[src/hw/rtl/clocked_serial_frame_exchange_core_macros.svh]
// ----------------------------------------------------------------------------
// clocked_serial_frame_exchange_core_macros.svh
// Assertion helpers for the serial frame exchange core.
// ----------------------------------------------------------------------------
`ifndef CLOCKED_SERIAL_FRAME_EXCHANGE_CORE_MACROS_SVH
`define CLOCKED_SERIAL_FRAME_EXCHANGE_CORE_MACROS_SVH

// same-cycle implication, disabled during reset
`define CSFE_ASSERT_NOW(label, ante, cons, msg) \
	label: assert property (@(posedge clk) disable iff (!arst_n) (ante) |-> (cons)) \
		else $error(msg);

// next-cycle implication, disabled during reset
`define CSFE_ASSERT_NEXT(label, ante, cons, msg) \
	label: assert property (@(posedge clk) disable iff (!arst_n) (ante) |=> (cons)) \
		else $error(msg);

`endif

[src/hw/rtl/csfe_pkg.sv]
// ----------------------------------------------------------------------------
// csfe_pkg
// Shared types and constants of the serial frame exchange core.
// ----------------------------------------------------------------------------
`default_nettype none

package csfe_pkg;

	localparam int unsigned BITS_PER_BYTE = 8;
	localparam int unsigned FRAME_BYTES   = 4;
	localparam int unsigned FRAME_BITS    = BITS_PER_BYTE * FRAME_BYTES;

	// phase codes
	localparam logic [1:0] PH_IDLE      = 2'd0;
	localparam logic [1:0] PH_WAIT_HIGH = 2'd1;
	localparam logic [1:0] PH_WAIT_LOW  = 2'd2;
	localparam logic [1:0] PH_RETRY     = 2'd3;

	// command codes
	localparam logic [1:0] CMD_NONE    = 2'd0;
	localparam logic [1:0] CMD_RECEIVE = 2'd1;
	localparam logic [1:0] CMD_READ    = 2'd2;
	localparam logic [1:0] CMD_SEND    = 2'd3;

	// configuration register indexes
	localparam logic [1:0] CFG_TIMEOUT     = 2'd0;
	localparam logic [1:0] CFG_RETRY_DELAY = 2'd1;
	localparam logic [1:0] CFG_READ_CODE   = 2'd2;

	localparam logic [15:0] TIMEOUT_RESET     = 16'h2000;
	localparam logic [15:0] RETRY_DELAY_RESET = 16'd1000;
	localparam logic [7:0]  READ_CODE_RESET   = 8'h00;

	typedef struct packed {
		logic [1:0]  command;
		logic [7:0]  code_in;
		logic [7:0]  extra_in;
		logic [15:0] value_in;
		logic        serial_clock;
		logic        serial_data_in;
	} item_t;

	typedef struct packed {
		logic [15:0] timeout_ticks;
		logic [15:0] retry_delay_ticks;
		logic [7:0]  read_param_code;
	} cfg_t;

	typedef struct packed {
		logic        serial_data_out;
		logic        select_out;
		logic        request_out;
		logic        busy_res;
		logic        done_res;
		logic [7:0]  code_out;
		logic [7:0]  extra_out;
		logic [15:0] value_out;
	} res_t;

endpackage

`default_nettype wire

[src/hw/rtl/csfe_engine.sv]
// ----------------------------------------------------------------------------
// csfe_engine
// Frame state machine: one tick per step, result formed from the new state.
// ----------------------------------------------------------------------------
`default_nettype none

module csfe_engine (
	input  wire logic            clk,
	input  wire logic            arst_n,
	input  wire logic            step,
	input  wire csfe_pkg::item_t item,
	input  wire csfe_pkg::cfg_t  cfg,
	output csfe_pkg::res_t       res
);

	logic [1:0]  phase_q,  phase_d;
	logic [2:0]  bit_q,    bit_d;
	logic [1:0]  byte_q,   byte_d;
	logic [31:0] tx_q,     tx_d;
	logic [31:0] rx_q,     rx_d;
	logic [15:0] wait_q,   wait_d;
	logic [15:0] retry_q,  retry_d;
	logic        dout_q,   dout_d;

	logic        done;
	logic [4:0]  rot_n;
	logic [31:0] rot_word;
	logic        wait_out;
	logic        framing;

	// undo the rotation done so far so a retry resends the original frame
	assign rot_n    = {byte_q, bit_q};
	assign rot_word = (tx_q >> rot_n) | (tx_q << (6'd32 - {1'b0, rot_n}));
	assign wait_out = (wait_q <= 16'd1);

	always_comb begin
		phase_d = phase_q;
		bit_d   = bit_q;
		byte_d  = byte_q;
		tx_d    = tx_q;
		rx_d    = rx_q;
		wait_d  = wait_q;
		retry_d = retry_q;
		dout_d  = dout_q;
		done    = 1'b0;

		case (phase_q)
			csfe_pkg::PH_WAIT_HIGH, csfe_pkg::PH_WAIT_LOW: begin
				if (phase_q == csfe_pkg::PH_WAIT_HIGH && item.serial_clock) begin
					dout_d  = tx_q[31];
					tx_d    = {tx_q[30:0], tx_q[31]};
					rx_d    = {rx_q[30:0], item.serial_data_in};
					bit_d   = bit_q + 3'd1;
					if (bit_q == 3'd7) begin
						byte_d = byte_q + 2'd1;
					end
					wait_d  = cfg.timeout_ticks;
					phase_d = csfe_pkg::PH_WAIT_LOW;
				end else if (phase_q == csfe_pkg::PH_WAIT_LOW && !item.serial_clock) begin
					if (bit_q == 3'd0 && byte_q == 2'd0) begin
						done    = 1'b1;
						phase_d = csfe_pkg::PH_IDLE;
					end else begin
						wait_d  = cfg.timeout_ticks;
						phase_d = csfe_pkg::PH_WAIT_HIGH;
					end
				end else if (wait_out) begin
					wait_d  = 16'd0;
					tx_d    = rot_word;
					retry_d = cfg.retry_delay_ticks;
					phase_d = csfe_pkg::PH_RETRY;
				end else begin
					wait_d = wait_q - 16'd1;
				end
			end
			csfe_pkg::PH_RETRY: begin
				if (retry_q == 16'd0) begin
					bit_d   = 3'd0;
					byte_d  = 2'd0;
					rx_d    = 32'd0;
					wait_d  = cfg.timeout_ticks;
					phase_d = csfe_pkg::PH_WAIT_HIGH;
				end else begin
					retry_d = retry_q - 16'd1;
				end
			end
			default: begin
				if (item.command != csfe_pkg::CMD_NONE) begin
					case (item.command)
						csfe_pkg::CMD_RECEIVE: tx_d = 32'd0;
						csfe_pkg::CMD_READ:
							tx_d = {cfg.read_param_code, item.extra_in, 16'd0};
						default:
							tx_d = {item.code_in, item.extra_in, item.value_in};
					endcase
					bit_d   = 3'd0;
					byte_d  = 2'd0;
					rx_d    = 32'd0;
					wait_d  = cfg.timeout_ticks;
					phase_d = csfe_pkg::PH_WAIT_HIGH;
				end
			end
		endcase
	end

	always_ff @(posedge clk or negedge arst_n) begin
		if (!arst_n) begin
			phase_q <= csfe_pkg::PH_IDLE;
			bit_q   <= 3'd0;
			byte_q  <= 2'd0;
			tx_q    <= 32'd0;
			rx_q    <= 32'd0;
			wait_q  <= 16'd0;
			retry_q <= 16'd0;
			dout_q  <= 1'b0;
		end else if (step) begin
			phase_q <= phase_d;
			bit_q   <= bit_d;
			byte_q  <= byte_d;
			tx_q    <= tx_d;
			rx_q    <= rx_d;
			wait_q  <= wait_d;
			retry_q <= retry_d;
			dout_q  <= dout_d;
		end
	end

	assign framing = (phase_d == csfe_pkg::PH_WAIT_HIGH) ||
	                 (phase_d == csfe_pkg::PH_WAIT_LOW);

	always_comb begin
		res.serial_data_out = dout_d;
		res.select_out      = framing;
		res.request_out     = framing;
		res.busy_res        = (phase_d != csfe_pkg::PH_IDLE);
		res.done_res        = done;
		res.code_out        = done ? rx_q[31:24] : 8'd0;
		res.extra_out       = done ? rx_q[23:16] : 8'd0;
		res.value_out       = done ? rx_q[15:0]  : 16'd0;
	end

endmodule

`default_nettype wire

[src/hw/rtl/clocked_serial_frame_exchange_core.sv]
// Output: a result is registered and leaves in the cycle after its tick is accepted.
// Throughput: one tick per cycle; input stalls only while the output register
//   holds a result the sink has not taken.
// Reset (arst_n low, asynchronous): idle phase, counters and frames cleared,
//   output empty, timeout 8192, retry delay 1000, read code 0.
// ----------------------------------------------------------------------------
// clocked_serial_frame_exchange_core
// Slave end of a partner-clocked four-byte serial frame link, one pin sample
// per transaction, one status/result word per transaction.
// ----------------------------------------------------------------------------
`default_nettype none

`include "clocked_serial_frame_exchange_core_macros.svh"

module clocked_serial_frame_exchange_core (
	input  wire logic        clk,
	input  wire logic        arst_n,

	// input ticks
	input  wire logic        s_axis_tvalid,
	output logic             s_axis_tready,
	// [1:0] command, [9:2] code_in, [17:10] extra_in, [33:18] value_in,
	// [34] serial_clock, [35] serial_data_in, [39:36] zero
	input  wire logic [39:0] s_axis_tdata,

	// results
	output logic             m_axis_tvalid,
	input  wire logic        m_axis_tready,
	// [0] serial_data_out, [1] select_out, [2] request_out, [3] busy_res,
	// [4] done_res, [12:5] code_out, [20:13] extra_out, [36:21] value_out,
	// [39:37] zero
	output logic [39:0]      m_axis_tdata,

	// configuration writes
	input  wire logic        cfg_we,
	input  wire logic [1:0]  cfg_index,
	input  wire logic [15:0] cfg_data
);

	csfe_pkg::item_t item;
	csfe_pkg::cfg_t  cfg_q;
	csfe_pkg::res_t  res;
	csfe_pkg::res_t  out_q;
	logic            out_valid_q;
	logic            accept;

	// unpack the input transaction
	assign item.command        = s_axis_tdata[1:0];
	assign item.code_in        = s_axis_tdata[9:2];
	assign item.extra_in       = s_axis_tdata[17:10];
	assign item.value_in       = s_axis_tdata[33:18];
	assign item.serial_clock   = s_axis_tdata[34];
	assign item.serial_data_in = s_axis_tdata[35];

	// output register frees itself when the sink takes its word, so a new
	// tick can enter in the same cycle
	assign s_axis_tready = !out_valid_q || m_axis_tready;
	assign accept        = s_axis_tvalid && s_axis_tready;

	// configuration registers; index 3 has no register
	always_ff @(posedge clk or negedge arst_n) begin
		if (!arst_n) begin
			cfg_q.timeout_ticks     <= csfe_pkg::TIMEOUT_RESET;
			cfg_q.retry_delay_ticks <= csfe_pkg::RETRY_DELAY_RESET;
			cfg_q.read_param_code   <= csfe_pkg::READ_CODE_RESET;
		end else if (cfg_we) begin
			case (cfg_index)
				csfe_pkg::CFG_TIMEOUT:     cfg_q.timeout_ticks     <= cfg_data;
				csfe_pkg::CFG_RETRY_DELAY: cfg_q.retry_delay_ticks <= cfg_data;
				csfe_pkg::CFG_READ_CODE:   cfg_q.read_param_code   <= cfg_data[7:0];
				default: ;
			endcase
		end
	end

	// frame state machine; state advances only on an accepted tick
	csfe_engine u_engine (
		.clk    (clk),
		.arst_n (arst_n),
		.step   (accept),
		.item   (item),
		.cfg    (cfg_q),
		.res    (res)
	);

	// result register
	always_ff @(posedge clk or negedge arst_n) begin
		if (!arst_n) begin
			out_valid_q <= 1'b0;
		end else if (accept) begin
			out_valid_q <= 1'b1;
		end else if (m_axis_tready) begin
			out_valid_q <= 1'b0;
		end
	end

	always_ff @(posedge clk) begin
		if (accept) begin
			out_q <= res;
		end
	end

	assign m_axis_tvalid = out_valid_q;
	assign m_axis_tdata  = {3'd0, out_q.value_out, out_q.extra_out, out_q.code_out,
	                        out_q.done_res, out_q.busy_res, out_q.request_out,
	                        out_q.select_out, out_q.serial_data_out};

	// every accepted tick yields a result word in the next cycle
	`CSFE_ASSERT_NEXT(a_result_follows, accept, m_axis_tvalid, "accepted tick left no result")

	// completion ends the frame: not busy and lines released
	`CSFE_ASSERT_NOW(a_done_idle, m_axis_tvalid && out_q.done_res,
		!out_q.busy_res && !out_q.select_out, "done while frame still active")

	// select and request move together and only inside a busy period
	`CSFE_ASSERT_NOW(a_lines_busy, m_axis_tvalid && out_q.select_out,
		out_q.request_out && out_q.busy_res, "select without request or busy")

endmodule

`default_nettype wire
[config.mk]
export PLATFORM = sky130hd
export DESIGN_NAME = clocked_serial_frame_exchange_core
export DESIGN_NICKNAME = d
export VERILOG_FILES = /design/src/hw/rtl/csfe_pkg.sv /design/src/hw/rtl/csfe_engine.sv /design/src/hw/rtl/clocked_serial_frame_exchange_core.sv
export VERILOG_INCLUDE_DIRS = /design/src /design/src/hw/rtl
export SDC_FILE = /design/constraint.sdc
export NUM_CORES = 1
export LEC_CHECK = 0
export BUFFER_PORTS_ARGS = -buffer_cell sky130_fd_sc_hd__buf_4
export CORE_ASPECT_RATIO = 1.4
export CORE_MARGIN = 10
export CORE_UTILIZATION = 56
export DETAILED_ROUTE_END_ITERATION = 16
export PLACE_DENSITY = 0.78
export SYNTH_ARGS = -nofsm -noshare
export SYNTH_HDL_FRONTEND = slang
export SYNTH_HIERARCHICAL = 1
export SYNTH_SLANG_ARGS = --single-unit
[constraint.sdc]
create_clock -name clk -period 4.1 [get_ports clk]
set_clock_uncertainty 0.2 [all_clocks]
set_input_delay 0.82 -clock clk [delete_from_list [all_inputs] [get_ports clk]]
set_output_delay 0.82 -clock clk [all_outputs]
set_load 0.1 [all_outputs]
* After elaboration in Yosys (flattened, before gate mapping)
Index checks and enable logic that the tools add are counted.
W data, S select, Z words.
** Operators by class
- Shift operators :: 2
- Reductions and logical operators :: 27
- Bitwise operators :: 2
- $lt $le $gt $ge :: 1
- Add/subtract/negate cells :: 5
- Muxes and demuxes :: 46
- Equal/unequal tests :: 20
** Operators by type and width (number)
- $mux W32 :: 7
- $pmux W32 S2 :: 3
- $mux W16 :: 10
- $pmux W16 S2 :: 2
- $or A32 B32 Y32 :: 1
- $shl A32 B6 Y32 :: 1
- $shr A32 B5 Y32 :: 1
- $sub A16 B1 Y16 const B :: 2
- $mux W2 :: 9
- $le A16 B1 Y1 const B :: 1
- $logic_not A16 Y1 :: 1
- $eq A2 B2 Y1 const B :: 5
- $reduce_and A5 Y1 :: 2
- $reduce_bool A2 Y1 :: 5
- $mux W1 :: 9
- $mux W3 :: 3
- $eq A2 B1 Y1 const B :: 4
- $ne A2 B1 Y1 const B :: 4
- $pmux W2 S2 :: 2
- $reduce_and A4 Y1 :: 2
- $ne A2 B2 Y1 const B :: 3
- $pmux W3 S2 :: 1
- $reduce_and A2 Y1 :: 3
- $reduce_and A6 Y1 :: 1
- 15 further kinds :: 21
** Word-level totals
- Output and inout bits :: 42
- Word-level logic and storage cells :: 122
- Flip-flop bits (word level) :: 181
- Input port bits :: 63

* Depth between registers and ports, before layout
Gate-level depths: netlist of run 1.
- Depth after elaboration :: 8
- Mapped depth :: 16
- Depth with buffers taken out :: 10

* Cells and area by module
Netlist of run 1, hierarchy kept.
** By module, submodules not included
- csfe_engine :: area an instance 10782.8 um2, times used 1, cells each 1291, sequential area each 2602.5 um2
- clocked_serial_frame_exchange_core :: area an instance 2701.3 um2, times used 1, cells each 130, sequential area each 2145.8 um2

* Worst setup path after synthesis of run 1
Ideal clock, no wire load.
- Kind :: reg-to-reg
- Start :: register out_valid_q, in the netlist m_axis_tvalid
- End :: register u_engine.tx_q[26]
- Required time :: 3.769 ns
- Stages on the path, launching flop included :: 10
- Period minus slack after synthesis :: 4.465 ns
- Setup slack :: -0.365 ns
- Setup time :: 0.131 ns
- Path buffers :: 1
- Arrival time :: 4.133 ns
- Cell sequence :: dfrtp_1 > nand2b_1 > and2_1 > nand2b_1 > nor2_1 > nand2_1 > o21bai_2 > buf_2 > nor4_1 > a31oi_1
** Between the ends
- Longest elaborated chain between the ends :: 4
** RTL lines
- from (decl) :: line clocked_serial_frame_exchange_core.sv:44 : logic out_valid_q;
- from (signal assigned) :: line clocked_serial_frame_exchange_core.sv:89 : out_valid_q <= 1'b0;
- from (signal assigned) :: line clocked_serial_frame_exchange_core.sv:91 : out_valid_q <= 1'b1;
- from (signal assigned) :: line clocked_serial_frame_exchange_core.sv:93 : out_valid_q <= 1'b0;
- $logic_not A1 Y1 :: line clocked_serial_frame_exchange_core.sv:57 : assign s_axis_tready = !out_valid_q || m_axis_tready;
- $logic_or A1 B1 Y1 :: line clocked_serial_frame_exchange_core.sv:57
- named net s_axis_tready :: line clocked_serial_frame_exchange_core.sv:21 : output logic s_axis_tready,
- $logic_and A1 B1 Y1 :: line clocked_serial_frame_exchange_core.sv:58 : assign accept = s_axis_tvalid && s_axis_tready;
- named net accept :: line clocked_serial_frame_exchange_core.sv:45 : logic accept;
- $reduce_and A5 Y1 (no line)
- to (signal assigned) :: line csfe_engine.sv:120 : tx_q <= tx_d;
- to (decl) :: line csfe_engine.sv:19 : logic [31:0] tx_q, tx_d;
The timed path passes the listed nets, and every way through them passes these cells.
A chain may end at the register's enable or synchronous reset.

* Worst setup path in the final report of run 1
- Start :: register u_engine.bit_q[0]
- End :: register u_engine.tx_q[4]
** Between the ends
- Longest elaborated chain between the ends :: 7
- Elaborated cells between the ends (all ways) :: 8
- Classes of those cells :: 1 x add/sub; 2 x shift; 4 x mux; 1 x bitwise
** RTL lines
- from (decl) :: line csfe_engine.sv:17 : logic [2:0] bit_q, bit_d;
- from (signal assigned) :: line csfe_engine.sv:118 : bit_q <= bit_d;
- $sub A6 B5 Y6 :: line csfe_engine.sv:33 : assign rot_word = (tx_q >> rot_n) | (tx_q << (6'd32 - {1'b0, rot_n}));
- $shl A32 B6 Y32 :: line csfe_engine.sv:33
- $or A32 B32 Y32 * :: line csfe_engine.sv:33
- $mux W32 * :: line csfe_engine.sv:67 : end else if (wait_out) begin
- $mux W32 * :: line csfe_engine.sv:59 : end else if (phase_q == csfe_pkg::PH_WAIT_LOW && !item.serial_clock) begin
- $mux W32 * :: line csfe_engine.sv:49 : if (phase_q == csfe_pkg::PH_WAIT_HIGH && item.serial_clock) begin
- $pmux W32 S2 * :: line csfe_engine.sv:47 : case (phase_q)
Mark *: on every way between the ends. The rest lies on a longest branch, timed or not. The select of a mux whose other input is x is not followed.

==> results of run 1 <==
cell usage in the layout (no fill, tap or decap), types with 7 or more instances in the layout:
| cell | netlist | final |
|---|---|---|
| nor4b_1 | 7 | 7 |
| o22ai_1 | 39 | 39 |
| a21oi_1 | 62 | 62 |
| and2_1 | 44 | 43 |
| a211oi_1 | 16 | 16 |
| mux2_2 | 68 | 68 |
| buf_4 | 11 | 145 |
| nand2_1 | 154 | 154 |
| a31oi_1 | 11 | 11 |
| nor2_1 | 98 | 98 |
| and3_1 | 7 | 7 |
| inv_1 | 21 | 21 |
| or2_2 | 9 | 9 |
| o211ai_1 | 13 | 13 |
| mux4_2 | 64 | 64 |
| or3_1 | 7 | 7 |
| nand2b_1 | 13 | 13 |
| dfrtp_1 | 138 | 136 |
| a2111oi_0 | 8 | 8 |
| o31ai_1 | 10 | 10 |
| dfstp_2 | 7 | 7 |
| ha_1 | 15 | 14 |
| nor3_1 | 25 | 25 |
| nor4_1 | 7 | 7 |
| a22oi_1 | 10 | 10 |
| clkbuf_16 | 0 | 17 |
| a21o_1 | 10 | 10 |
| o32ai_1 | 7 | 7 |
| edfxtp_1 | 37 | 37 |
| o311ai_0 | 7 | 7 |
| o221ai_1 | 11 | 11 |
| nand3_1 | 46 | 45 |
| mux2i_1 | 75 | 75 |
| o21ai_0 | 112 | 112 |
| a32oi_1 | 11 | 11 |
synthesized netlist by cell type (all sizes together), types with 12 or more instances:
| cell type | number | share of area |
|---|---|---|
| buf | 55 | 0.024 |
| clkbuf | 86 | 0.024 |
| nor2 | 98 | 0.027 |
| nor3 | 25 | 0.0093 |
| mux2 | 68 | 0.057 |
| o22ai | 39 | 0.018 |
| a31oi | 12 | 0.0067 |
| inv | 23 | 0.0064 |
| edfxtp | 37 | 0.082 |
| nand2 | 154 | 0.043 |
| mux2i | 75 | 0.056 |
| a211oi | 16 | 0.0089 |
| o211ai | 13 | 0.0072 |
| mux4 | 64 | 0.11 |
| and2 | 45 | 0.021 |
| nand3 | 46 | 0.017 |
| o21ai | 116 | 0.043 |
| a21oi | 64 | 0.024 |
| nand2b | 13 | 0.0060 |
| ha | 15 | 0.014 |
| dfrtp | 138 | 0.26 |
flip-flops by register name (all words and copies together), names as in the netlist, 2 cells and up:
| name | cells |
|---|---|
| u_engine/phase_q | 2 |
| m_axis_tdata | 37 |
| u_engine/bit_q | 3 |
| u_engine/tx_q | 32 |
| u_engine/retry_q | 16 |
| u_engine/rx_q | 32 |
| cfg_q | 40 |
| u_engine/byte_q | 2 |
| u_engine/wait_q | 16 |
kinds of logic after synthesis:
family,Yosys count,synth area share
and+or+nand+nor,448,0.160
AOI/OAI and AO/OA,398,0.197
muxes,207,0.219
DFF,182,0.352
buffers and inverters,167,0.0550
adders and majority gates,15,0.0139
xor gates and xnor gates,3,0.00251
other,1,0.000278
worst paths after layout:
check / cells past startpoint / slack [ns] / start / end
min in group clk: 2 / 0.28 / u_engine/rx_q[31] / u_engine/rx_q[31]
min reg2reg: 2 / 0.28 / u_engine/rx_q[31] / u_engine/rx_q[31]
min: 1 / 0.14 / arst_n / cfg_q[38]
max: 7 / 0.49 / u_engine/bit_q[0] / u_engine/tx_q[4]
max reg2reg: 7 / 0.49 / u_engine/bit_q[0] / u_engine/tx_q[4]
max in group asynchronous: 2 / 2.77 / arst_n / u_engine/tx_q[16]
per-layer routing:
metal / vias up / GRT usage / share of wire
li1: 5416 / - / -
met1: 6129 / 0.368 / 0.35
met2: 828 / 0.511 / 0.48
met3: 244 / 0.0614 / 0.093
met4: 0 / 0.211 / 0.079
met5: - / 0 / 0
power breakdown:
group | total (mW) | switching, mW | internal (mW)
combinational | 9.05 | 5.53 | 3.52
sequential | 3.34 | 1.02 | 2.32
clock | 1.56 | 0.761 | 0.797
total | 13.9 | 7.31 | 6.63
critical path, cell delays in order, from the launching register on:
cell and delay (ns):
dfrtp_4 0.44, buf_12 0.45, mux4_2 0.61, mux2i_1 0.24
a21o_1 0.26, nor2_1 0.06, a2111oi_0 0.90, o21ai_0 0.17
final cells by class:
| cell class | count | area (um2) | area share |
|---|---|---|---|
| inverter | 26 | 97.6 | 0.00653 |
| clock buffer | 19 | 433 | 0.0290 |
| timing repair buffer | 148 | 1140 | 0.0763 |
| sequential | 182 | 4750 | 0.318 |
| tap | 310 | 388 | 0.0260 |
| clock inverter | 13 | 118 | 0.00787 |
| multi-input combinational | 1074 | 8010 | 0.536 |
==> summary.txt, run 1 <==
Finish
  • Cell area after layout: 14900 um2
  • Layout cells sized above 1: 0.242
  • Post-Route Utilization: 0.627
  • Final #Nets: 1527
  • # fillers: 2024
  • Area Growth Syn to Fin: 10.8%
  • Fin cells: 1772
  • ANT cells: 0

STA
  • Period utilization: 0.881
  • Hold slack: 0.138 ns
  • Slew @ Worst Pin: 1.06 ns
  • Relative slew slack: 0.275
  • Setup_tns: 0 ns
  • Final WS setup: 0.486 ns
  • Endpoints failing hold: 0
  • RSZ-0062 raised after global routing: no
  • Fin crit period: 3.61 ns
  • Count of pins over their slew limit: 0
  • Fmax: 277 MHz
  • Setup violators final: 0

Placement
  • Worst slack at placement: 0.685 ns
  • DP HPWL: 34500 um
  • DP Area: 14400 um2
  • RD Place Congestion: 1.03
  • IO buf count: 97
  • Placed insts: 1740

CTS
  • Skew-Pair Late Insertion Delay: 0.45 ns
  • CTS buffer count: 17
  • H-tree depth: 4
  • CTS tree: built
  • Post-CTS Setup Bufs: 0
  • Clk slew on worst S/H paths: 0.07 ns
  • Root Buffer: clkbuf_16
  • Post-CTS Hold Fix Bufs: 0
  • Post-cts sizing count: 0
  • Clock Tree Buf Depth: 2
  • # clock sinks: 182

Yosys
  • Synth Warn #: 6
  • Mapped Cells: 1421
  • Synth Register Bits: 182
  • Post-synth ARST share: 0.797
  • Mapped Area: 13500 um2
  • Count of cell types in the netlist: 83
  • Seq/Total Area, Yosys: 0.352
  • Prevailing post-synth register cell: dfrtp_1
  • Syn Area/Cell: 9.49 um2
  • Number of enable flip-flop cells after synthesis: 37

Global route
  • Total congestion overflow: 0
  • Initial antenna violation count: 0
  • Largest net degree at the start of global routing: 106
  • First-pass GRT wire length: 73900 um
  • Number of global-route vias before repair: 12300
  • Total GRT Usage: 0.315

Routing
  • Routed len/inst: 27.5 um
  • Via count: 12600
  • DR vias/cell: 7.12
  • Routed Antenna Nets: 0
  • Initial DRT Pass Iterations: 6
  • Remaining DRCs: 0
  • DRT Wirelength: 48800 um
  • First DRT Iteration DRCs: 1494

Floorplanning
  • Site row count: 67
  • Die X: 151 um
  • Core box area: 23800 um2
  • Chip Height: 204 um
  • Top Ports: 105
  • DIE AREA: 30800 um2
  • Initial Util: 0.566

Critical path
  • WP data arrival: 3.69 ns
  • Crit-path max FO: 105
  • CP Data Required Time: 4.18 ns
  • Kind of end point of the critical path: register
  • Setup CP Type: reg2reg
  • Startpoint class of the critical path: register

Min path
  • Hold Path Class: in2async

Outcome
  • Outcome: finished clean

Power
  • PD cells: 933 nW/um2
  • Leak: 5.98 nW
  • Final total power: 13.9 mW
  • Peak VDD IR: 0.746 mV

Flow run
  • Max-Cap Viols: 0
No activity file was read; power rests on OpenSTA's default activity.
==> run 2: changes to the inputs <==
- BUFFER_PORTS_ARGS: -buffer_cell sky130_fd_sc_hd__buf_4 -> -buffer_cell sky130_fd_sc_hd__buf_2
- SYNTH_HIERARCHICAL: 1 -> not set
==> run 2 against run 1 <==
  * Wire length down 3.8%
  * Register-to-register slack worse by 0.30 ns
  * Critical endpoint is now u_engine.tx_q[9]
  * Largest cell class unchanged
  * Combinational power down 1%
  * Cell area down 2.6%
  * Critical path type unchanged
  * Clock-buffer cell count down 1
  * Clock power up 4%
==> summary.txt, run 2 <==
Outcome
  • Outcome: finished clean

Yosys
  • Prevailing post-synth register cell: dfrtp_1
  • Post-synth top cells: nand2_1, dfrtp_1, nor2_1, mux2i_1, clkbuf_1
  • Share of the synthesized area in the top cell type: 0.261
  • Top post-synthesis cells by area: dfrtp_1, mux4_2, edfxtp_1, mux2_2, mux2i_1
  • Post-synth ARST share: 0.801
  • Mapped Cells: 1385
  • Seq/Total Area, Yosys: 0.356
  • Synth Warn #: 0
  • Most frequent cell after synthesis: nand2_1
  • Synth Register Bits: 181
  • Count of cell types in the netlist: 84
  • Mapped Area: 13300 um2
  • Syn Area/Cell: 9.57 um2
  • Post-synth top area cell: dfrtp_1
  • Number of enable flip-flop cells after synthesis: 36

Routing
  • Routed len/inst: 26.9 um
  • First DRT Iteration DRCs: 1455
  • Via count: 12100
  • Initial DRT Pass Iterations: 6
  • Remaining DRCs: 0
  • DR vias/cell: 6.92
  • Routed Antenna Nets: 0
  • DRT Wirelength: 46900 um

STA
  • Period utilization: 0.955
  • Count of pins over their slew limit: 0
  • Fin crit period: 3.92 ns
  • Endpoints failing hold: 0
  • Slew @ Worst Pin: 1.20 ns
  • Hold slack: 0.187 ns
  • Final WS setup: 0.183 ns
  • RSZ-0062 raised after global routing: no
  • Relative slew slack: 0.200
  • Setup violators final: 0
  • Fmax: 255 MHz
  • Setup_tns: 0 ns

Global route
  • Total GRT Usage: 0.308
  • First-pass GRT wire length: 71600 um
  • Number of global-route vias before repair: 11800
  • Largest net degree at the start of global routing: 82
  • Total congestion overflow: 0
  • Busiest grt layer: met2
  • M3 GR Usage: 0.0507
  • GR Util met1: 0.360
  • Initial antenna violation count: 0
  • Met2 Usage GRT: 0.501

Floorplanning
  • Site row count: 66
  • Initial Util: 0.569
  • Core box area: 23300 um2
  • Die X: 150 um
  • DIE AREA: 30300 um2
  • Top Ports: 105
  • Chip Height: 202 um

Placement
  • RD Place Congestion: 1.05
  • IO buf count: 97
  • DP HPWL: 34000 um
  • Worst slack at placement: 0.373 ns

Critical path
  • CP Cell Sequence: clkinv_1, ha_2, ha_1, mux2_2, mux4_2, a21boi_0, o221ai_1, a211oi_1, o311ai_0
  • Slowest CP cell: a211oi_1
  • Worst r2r src: u_engine.bit_q[0]
  • Crit-path max FO: 6
  • Largest stage delay on the critical path: 0.72 ns
  • Setup CP Type: reg2reg
  • WP data arrival: 4.01 ns
  • Crit. Startpoint: u_engine.bit_q[0]
  • CP Data Required Time: 4.19 ns
  • Kind of end point of the critical path: register
  • FF-to-FF End: u_engine.tx_q[9]
  • Worst Reg-to-Reg Cells: 9
  • Startpoint class of the critical path: register
  • Top Family by Delay on Critical Path: compound AO/OA/AOI/OAI gates
  • WP buf/inv: 1
  • Reg2reg setup slack: 0.18 ns

Power
  • PD cells: 947 nW/um2
  • Leak: 5.93 nW
  • Peak VDD IR: 0.654 mV

CTS
  • CTS buffer count: 17
  • Post-CTS Setup Bufs: 0
  • Root Buffer: clkbuf_16
  • Clock Tree Buf Depth: 2
  • # clock sinks: 181
  • CTS tree: built
  • Skew-Pair Late Insertion Delay: 0.45 ns
  • Post-CTS Hold Fix Bufs: 0
  • H-tree depth: 4
  • Clk slew on worst S/H paths: 0.07 ns

Finish
  • Post-Route Utilization: 0.625
  • Largest register by flop count: cfg_q
  • ANT cells: 0
  • Final #Nets: 1502
  • Most common cell after layout, fill and taps aside: nand2_1
  • Most frequent cells in the layout: nand2_1, dfrtp_1, nor2_1
  • Max FFs per register: 40
  • Area Growth Syn to Fin: 9.81%
  • Layout cells sized above 1: 0.246

Min path
  • Hold Path Class: in2async

Flow run
  • Max-Cap Viols: 0
==> run 2: cell types whose count changed in the layout (fill, tap and decap cells not counted), moves of 7 or more <==
cell / previous run / this run
buf_2: 0 / 96
buf_4: 145 / 50
o21ai_0: 112 / 61
nand3_1: 45 / 63
a21oi_1: 62 / 47
a22oi_1: 10 / 25
mux2i_1: 75 / 84
nor2_1: 98 / 107
a21o_1: 10 / 2
mux2_2: 68 / 75
mux4_2: 64 / 57
nor4b_1: 7 / 0
==> run 2: worst register-to-register path: stages (launching register included) <==
cell	delay [ns]
dfrtp_4	0.43
clkinv_1	0.09
ha_2	0.22
ha_1	0.47
mux2_2	0.40
mux4_2	0.55
a21boi_0	0.31
o221ai_1	0.15
a211oi_1	0.72
o311ai_0	0.23
==> run 2: timing repair <==
item / in CTS / in global routing
endpoints found under the setup margin: 0 / 1
resized for setup: 0 / 1
endpoints found under the hold margin: 0 / 0
==> run 2: report_power, final <==
group / leakage [nW] / internal, mW / switching (mW) / total (mW)
Clock: 0.274 / 0.868 / 0.751 / 1.62
Sequential: 2.14 / 2.31 / 0.899 / 3.21
Combinational: 3.52 / 3.50 / 5.45 / 8.95
Total: 5.93 / 6.68 / 7.10 / 13.8
==> run 2: stage by stage <==
stage / power [mW] / std cells / cell area [um2]
after floorplan: 9.06 / 1387 / 13300
after global placement: 11.8 / 1711 / 14000
after detailed placement: 11.8 / 1711 / 14000
after CTS: 13.5 / 1743 / 14600
after global routing: 14.4 / 1743 / 14600
final: 13.8 / 1743 / 14600
==> run 2: kinds of logic (layout without fill, tap and decap cells) <==
| group | after synthesis | after routing | synth area share |
|---|---|---|---|
| xor gates and xnor gates | 3 | 3 | 0.00198 |
| DFF | 181 | 181 | 0.356 |
| AOI/OAI and AO/OA | 332 | 332 | 0.175 |
| buffers and inverters | 157 | 207 | 0.0544 |
| and+or+nand+nor | 479 | 479 | 0.172 |
| adders and majority gates | 15 | 15 | 0.0142 |
| other | 1 | 3 | 0.000283 |
| muxes | 217 | 217 | 0.226 |
==> run 2: how the worst max path moves through the flow <==
| stage | depth (start not counted) | end |
|---|---|---|
| after floorplan | 8 | u_engine.tx_q[25] |
| after global placement | 9 | u_engine.tx_q[17] |
| after detailed placement | 9 | u_engine.tx_q[17] |
| after CTS | 9 | u_engine.tx_q[17] |
| after global routing | 9 | u_engine.tx_q[9] |
| final | 9 | u_engine.tx_q[9] |
==> run 2: area by class of cell <==
class	count	area, um2
clock buffers	18	439
well taps	306	383
repair buffers	150	927
fillers	1950	8730
flip-flops and latches	181	4720
inverters	25	93.8
multi-input cells	1049	7840
clock inverters	14	145
==> run 2: routing by layer <==
metal,vias up,routed length (um)
met1,5848,16600
met5,-,0
met3,212,3730
met4,0,3810
li1,5309,-
met2,694,22800
